--- src/rtl/stt_pkg.sv ---
package stt_pkg;

  localparam int KEY_W   = 64;
  localparam int MOVE_W  = 25;
  localparam int SCORE_W = 16;
  localparam int DEPTH_W = 6;
  localparam int BOUND_W = 2;
  localparam int AGE_W   = 8;
  localparam int THR_W   = 15;
  localparam int PLY_W   = 6;
  localparam int OP_W    = 2;
  localparam int CNT_W   = 32;

  localparam int S_TDATA_W  = 152;
  localparam int M_TDATA_W  = 144;
  localparam int CFG_ADDR_W = 3;
  localparam int CFG_DATA_W = 32;

  // register index sits in this address bit (registers at 4*i)
  localparam int REG_IDX_BIT = 2;
  localparam logic REG_AGE = 1'b0;
  localparam logic REG_THR = 1'b1;

  localparam logic [THR_W-1:0] THR_RESET = 15'd29936;

  localparam logic [BOUND_W-1:0] BOUND_UPPER = 2'd0;
  localparam logic [BOUND_W-1:0] BOUND_LOWER = 2'd1;
  localparam logic [BOUND_W-1:0] BOUND_EXACT = 2'd2;

  typedef enum logic [OP_W-1:0] {
    OP_PROBE = 2'd0,
    OP_STORE = 2'd1,
    OP_BEST  = 2'd2,
    OP_CLEAR = 2'd3
  } op_t;

  typedef enum logic [1:0] {
    ST_SWEEP,
    ST_IDLE,
    ST_EVAL
  } state_t;

  typedef struct packed {
    logic [KEY_W-1:0]          key;
    logic [AGE_W-1:0]          age;
    logic [BOUND_W-1:0]        bound;
    logic [DEPTH_W-1:0]        depth;
    logic signed [SCORE_W-1:0] score;
    logic [MOVE_W-1:0]         move;
  } entry_t;

  typedef struct packed {
    op_t                       op;
    logic [KEY_W-1:0]          key;
    logic [MOVE_W-1:0]         move;
    logic signed [SCORE_W-1:0] score;
    logic [BOUND_W-1:0]        bound;
    logic [DEPTH_W-1:0]        depth;
    logic signed [SCORE_W-1:0] alpha;
    logic signed [SCORE_W-1:0] beta;
    logic [PLY_W-1:0]          ply;
  } item_t;

  typedef struct packed {
    logic                      cutoff;
    logic signed [SCORE_W-1:0] score;
    logic                      move_valid;
    logic [MOVE_W-1:0]         move;
    logic                      hit;
    logic                      new_write;
    logic                      over_write;
    logic                      wr_en;
  } calc_res_t;

  // shift a mate score by ply: away from zero on store, towards zero on probe
  function automatic logic signed [SCORE_W-1:0] mate_adjust(
    input logic signed [SCORE_W-1:0] s,
    input logic [PLY_W-1:0]          ply,
    input logic [THR_W-1:0]          thr,
    input logic                      is_store
  );
    logic signed [17:0] s_x;
    logic signed [17:0] thr_x;
    logic signed [17:0] ply_x;
    logic signed [17:0] sum;
    logic signed [SCORE_W-1:0] res;
    s_x   = 18'(s);
    thr_x = signed'({3'b000, thr});
    ply_x = signed'({12'd0, ply});
    sum   = s_x;
    if (s_x > thr_x) begin
      sum = is_store ? s_x + ply_x : s_x - ply_x;
    end else if (s_x < -thr_x) begin
      sum = is_store ? s_x - ply_x : s_x + ply_x;
    end
    if (sum > 18'sd32767) begin
      res = 16'sh7fff;
    end else if (sum < -18'sd32768) begin
      res = 16'sh8000;
    end else begin
      res = 16'(sum);
    end
    return res;
  endfunction

endpackage

--- src/rtl/stt_calc.sv ---
module stt_calc (
  input  stt_pkg::item_t                   item,
  input  stt_pkg::entry_t                  entry,
  input  logic [stt_pkg::AGE_W-1:0]        age,
  input  logic [stt_pkg::THR_W-1:0]        thr,
  output stt_pkg::calc_res_t               res,
  output stt_pkg::entry_t                  wr_entry
);

  logic                               match;
  logic                               deep;
  logic signed [stt_pkg::SCORE_W-1:0] adj;

  always_comb begin
    match = (item.key != '0) && (entry.key == item.key);
    deep  = entry.depth >= item.depth;
    adj   = stt_pkg::mate_adjust(entry.score, item.ply, thr, 1'b0);

    wr_entry.key   = item.key;
    wr_entry.age   = age;
    wr_entry.bound = item.bound;
    wr_entry.depth = item.depth;
    wr_entry.score = stt_pkg::mate_adjust(item.score, item.ply, thr, 1'b1);
    wr_entry.move  = item.move;

    res = '0;
    unique case (item.op)
      stt_pkg::OP_PROBE: begin
        if (match) begin
          res.move_valid = 1'b1;
          res.move       = entry.move;
          if (deep) begin
            res.hit   = 1'b1;
            res.score = adj;
            unique case (entry.bound)
              stt_pkg::BOUND_UPPER: begin
                if (adj <= item.alpha) begin
                  res.score  = item.alpha;
                  res.cutoff = 1'b1;
                end
              end
              stt_pkg::BOUND_LOWER: begin
                if (adj >= item.beta) begin
                  res.score  = item.beta;
                  res.cutoff = 1'b1;
                end
              end
              stt_pkg::BOUND_EXACT: res.cutoff = 1'b1;
              default: ;
            endcase
          end
        end
      end
      stt_pkg::OP_STORE: begin
        if (item.key != '0) begin
          if (entry.key == '0) begin
            res.new_write = 1'b1;
            res.wr_en     = 1'b1;
          end else if ((entry.age < age) ||
                       ((entry.age == age) && (entry.depth < item.depth))) begin
            res.over_write = 1'b1;
            res.wr_en      = 1'b1;
          end
        end
      end
      stt_pkg::OP_BEST: begin
        if (match) begin
          res.move_valid = 1'b1;
          res.move       = entry.move;
        end
      end
      stt_pkg::OP_CLEAR: ;
    endcase
  end

endmodule

--- config.mk ---
export PLATFORM = sky130hd
export DESIGN_NAME = stt_calc
export DESIGN_NICKNAME = d
export VERILOG_FILES = /design/src/rtl/stt_pkg.sv /design/src/rtl/stt_calc.sv
export SDC_FILE = /design/constraint.sdc
export NUM_CORES = 1
export LEC_CHECK = 0
export BUFFER_PORTS_ARGS = -buffer_cell sky130_fd_sc_hd__buf_4
export CELL_PAD_IN_SITES_DETAIL_PLACEMENT = 1
export CELL_PAD_IN_SITES_GLOBAL_PLACEMENT = 2
export CORE_MARGIN = 8
export CORE_UTILIZATION = 25
export DETAILED_ROUTE_END_ITERATION = 8
export PLACE_DENSITY_LB_ADDON = 0.25
export SYNTH_ARGS = -nofsm -noshare
export SYNTH_HDL_FRONTEND = slang
export SYNTH_SLANG_ARGS = --single-unit
--- constraint.sdc ---
create_clock -name vclk -period 14
set_input_delay 2.1 -clock vclk [all_inputs]
set_output_delay 2.1 -clock vclk [all_outputs]
set_load 0.005 [all_outputs]
## Word-level counts from Yosys, hierarchy flattened

Index checks and enable logic that the tools add are counted.

| word-level totals | value |
|---|---|
| flip-flop bits (word level) | 0 |
| output and inout port bits | 168 |
| logic and storage cells | 56 |

| cells by class | value |
|---|---|
| $add $sub $neg | 5 |
| order comparisons | 13 |
| equal/unequal tests | 6 |
| mux-type cells | 25 |
| reduce and logical (&&, ||, !) cells | 7 |

Operators with widths:

| cell | number |
|---|---|
| $mux W18 | 4 |
| $mux W17 | 4 |
| $eq A64 B64 Y1 | 1 |
| $logic_not A64 Y1 | 1 |
| $mux W16 | 4 |
| $reduce_bool A64 Y1 | 1 |
| $pmux W26 S2 | 1 |
| $mux W44 | 1 |
| $gt A18 B16 Y1 const B | 2 |
| $lt A16 B18 Y1 | 2 |
| $lt A18 B16 Y1 const B | 2 |
| $add A16 B7 Y17 | 2 |
| $sub A16 B7 Y17 | 2 |
| $gt A16 B16 Y1 | 2 |
| $pmux W16 S2 | 1 |
| $mux W26 | 1 |
| $neg A15 Y18 | 1 |
| $ge A16 B16 Y1 | 1 |
| $le A16 B16 Y1 | 1 |
| $eq A8 B8 Y1 | 1 |
| $lt A8 B8 Y1 | 1 |
| $ge A6 B6 Y1 | 1 |
| $lt A6 B6 Y1 | 1 |
| $mux W3 | 2 |
| 8 further kinds | 16 |

## Longest topological paths before layout

| logic depth | value |
|---|---|
| word-level depth | 13 |
| gate-level depth with buffers | 28 |
| gate-level depth less buffers | 26 |

## Least setup slack after synthesis

OpenSTA, ideal clock, no wires.

| timing | value |
|---|---|
| kind | in2out |
| start | in thr[1] (netlist name) |
| end | out res[42] (netlist name) |
| data arrival time | 7463 ps |
| data required time | 11900 ps |
| setup slack | 4437 ps |
| stages on the path | 28 |
| path through | inv_1 -> ha_1 -> nor3b_1 -> and4_4 -> nand3_1 -> xnor2_1 -> ha_1 -> and4_1 -> and3_1 -> a22o_2 -> or2_4 -> o41ai_4 -> inv_2 -> and4_4 -> or3_4 -> nand2_1 -> ha_1 -> and4_1 -> nand3_1 -> o41ai_1 -> nor2_1 -> a21oi_1 -> and2_1 -> clkbuf_1 -> nand3b_1 -> clkbuf_1 -> o221ai_1 -> a31oi_4 |

RTL lines:

| element | RTL line | RTL |
|---|---|---|
| start, declared | stt_calc.sv:5 | `input logic [stt_pkg::THR_W-1:0] thr,` |
| end, declared | stt_calc.sv:6 | `output stt_pkg::calc_res_t res,` |

==> metrics <==
Iteration-0 DRC Markers=437; critical path class=in -> out; antenna cells=0; first-pass GRT wire length=61.2 mm; syn_area_per_cell=7.08 µm²; Top-Level Pins=465; max-slew violation count=0; CP max-delay cell=nand3b_1; min-delay worst type=in -> out; drt via density=5.20; synth cell count leaders=131 x ha_1, 120 x inv_1, 105 x buf_4, 60 x nand2_1, 60 x o21ai_0; Pwr Density=33.7 nW/µm²; Mapped Cells=1081; min cycle time layout=10.97 ns; HPWL after DPL=37.8 mm; most frequent cell after synthesis=ha_1; DRC violations left=0; global route hottest layer=met2; top post-synthesis cells by area=ha_1 21%, buf_4 10%, inv_1 5.9%; Critical Path Source Type=input pin; global-route usage over all layers=21.5%; number of post-CTS setup repair buffers=0; Die Ht=191 µm; DRT antenna net count=0; area delta synth->final=36.0%; Cell Area, Placed=10400 µm²; most used cell, CP=ha_1; initial core utilization=25.2%; Yosys warning total=0; GR Util met3=4.43%; nets@finish=1806; Fin. Hold Viols=0; seq_cells=0; clock buffers=0; Die W=191 µm; CORE AREA=30300 µm²; cell family with the largest share of critical-path delay=simple AND/OR/NAND/NOR gates; final WL=41.8 mm; Max Cap Viol=0; Syn Std Cell Area=7650 µm²; total negative slack=0 ns; hold buffers post-CTS=0; CP Buf/Inv Count=4; Synth Net Count=1513; Cell variety after synth=85; IO buf count=411; slowest stage delay, CP=0.58 ns; crit path capture type=output port; area leader, netlist=ha_1; status=finished, final reports clean; WP data arrival=8.87 ns; Leak Pwr=5.11 nW; Vias=9188; antenna violations before repair=1; WL per Instance=23.6 µm; Max Fclk=0.0911 GHz; register area share after synthesis=0%; # resized after CTS=0; worst rel slew slack=14.2%; Worst-Margin Slew=1.28 ns; Yosys top cell area share=21.4%; crit share post-route=78.4%; global placer's final weighted congestion=0.939; met2 usage=34.7%; Rows=64; vias in the first global route=9688; total area of sequential cells=0 µm²; VDD IR max=0.0000145 V; CP required=11.90 ns; final hold slack=4.20 ns; DR pass1 iterations=5; Crit Path Max Fanout=16; Final setup viols=0; unrepaired setup endpoints after global routing=false; grt ovf=0; largest net degree at the start of global routing=29; met1 Use GR=30.3%; final cell area excluding filler cells=10400 µm²; layout cells sized above 1=32.4%; Die ar.=36500 µm²
-- report_power, final --
group | internal [W] | total [W] | switching, W
clock | 0 | 0 | 0
combinational | 0.000161 | 0.000350 | 0.000189
sequential | 0 | 0 | 0
-- cell usage in the layout, fill, tap and decap left out, drive strengths merged, types with 34 or more instances in the layout --
master,instances
a21oi,57
buf,416
ha,131
inv,121
nand2,60
nand4,34
nor2,47
nor4,53
o21ai,62
xnor2,41
-- stage by stage --
stage / power, W / instances / utilization [%] / setup WS [ns]
floorplan: 0.000190 / 1081 / - / 4.44
global placement: 0.000347 / 1768 / 34.3 / 3.31
detailed placement: 0.000349 / 1768 / 34.3 / 2.99
CTS: 0.000351 / 1768 / 34.3 / 2.97
global route: 0.000387 / 1768 / 34.3 / 2.54
finish: 0.000350 / 1768 / 34.3 / 3.03
-- layer usage --
| metal | vias to the layer above | share of wire [%] |
|---|---|---|
| met1 | 4390 | 48 |
| met3 | 16 | 7.4 |
| met2 | 303 | 44 |
| met4 | 0 | 0.36 |
| li1 | 4479 | - |
| met5 | - | 0 |
-- logic make-up (layout without fill, tap and decap cells) --
group / after synthesis / in the layout / share of synthesized area (%)
xor gates and xnor gates: 75 / 75 / 8.86
buffers and inverters: 246 / 537 / 17.4
AOI/OAI and AO/OA: 289 / 289 / 26.2
muxes: 11 / 11 / 1.49
and+or+nand+nor: 325 / 325 / 23.6
adders and majority gates: 135 / 135 / 22.5
-- worst paths after layout --
check,startpoint,to,cells past startpoint
worst min-delay path,item[72],wr_entry[10],0
worst max-delay path,thr[1],res[42],28
-- cell type report --
type	count	area [µm²]
repair buffers	416	3120
fillers	3852	19900
well taps	396	495
multi-input cells	835	6340
inverters	121	454
Power figures use the tool's default switching activity.
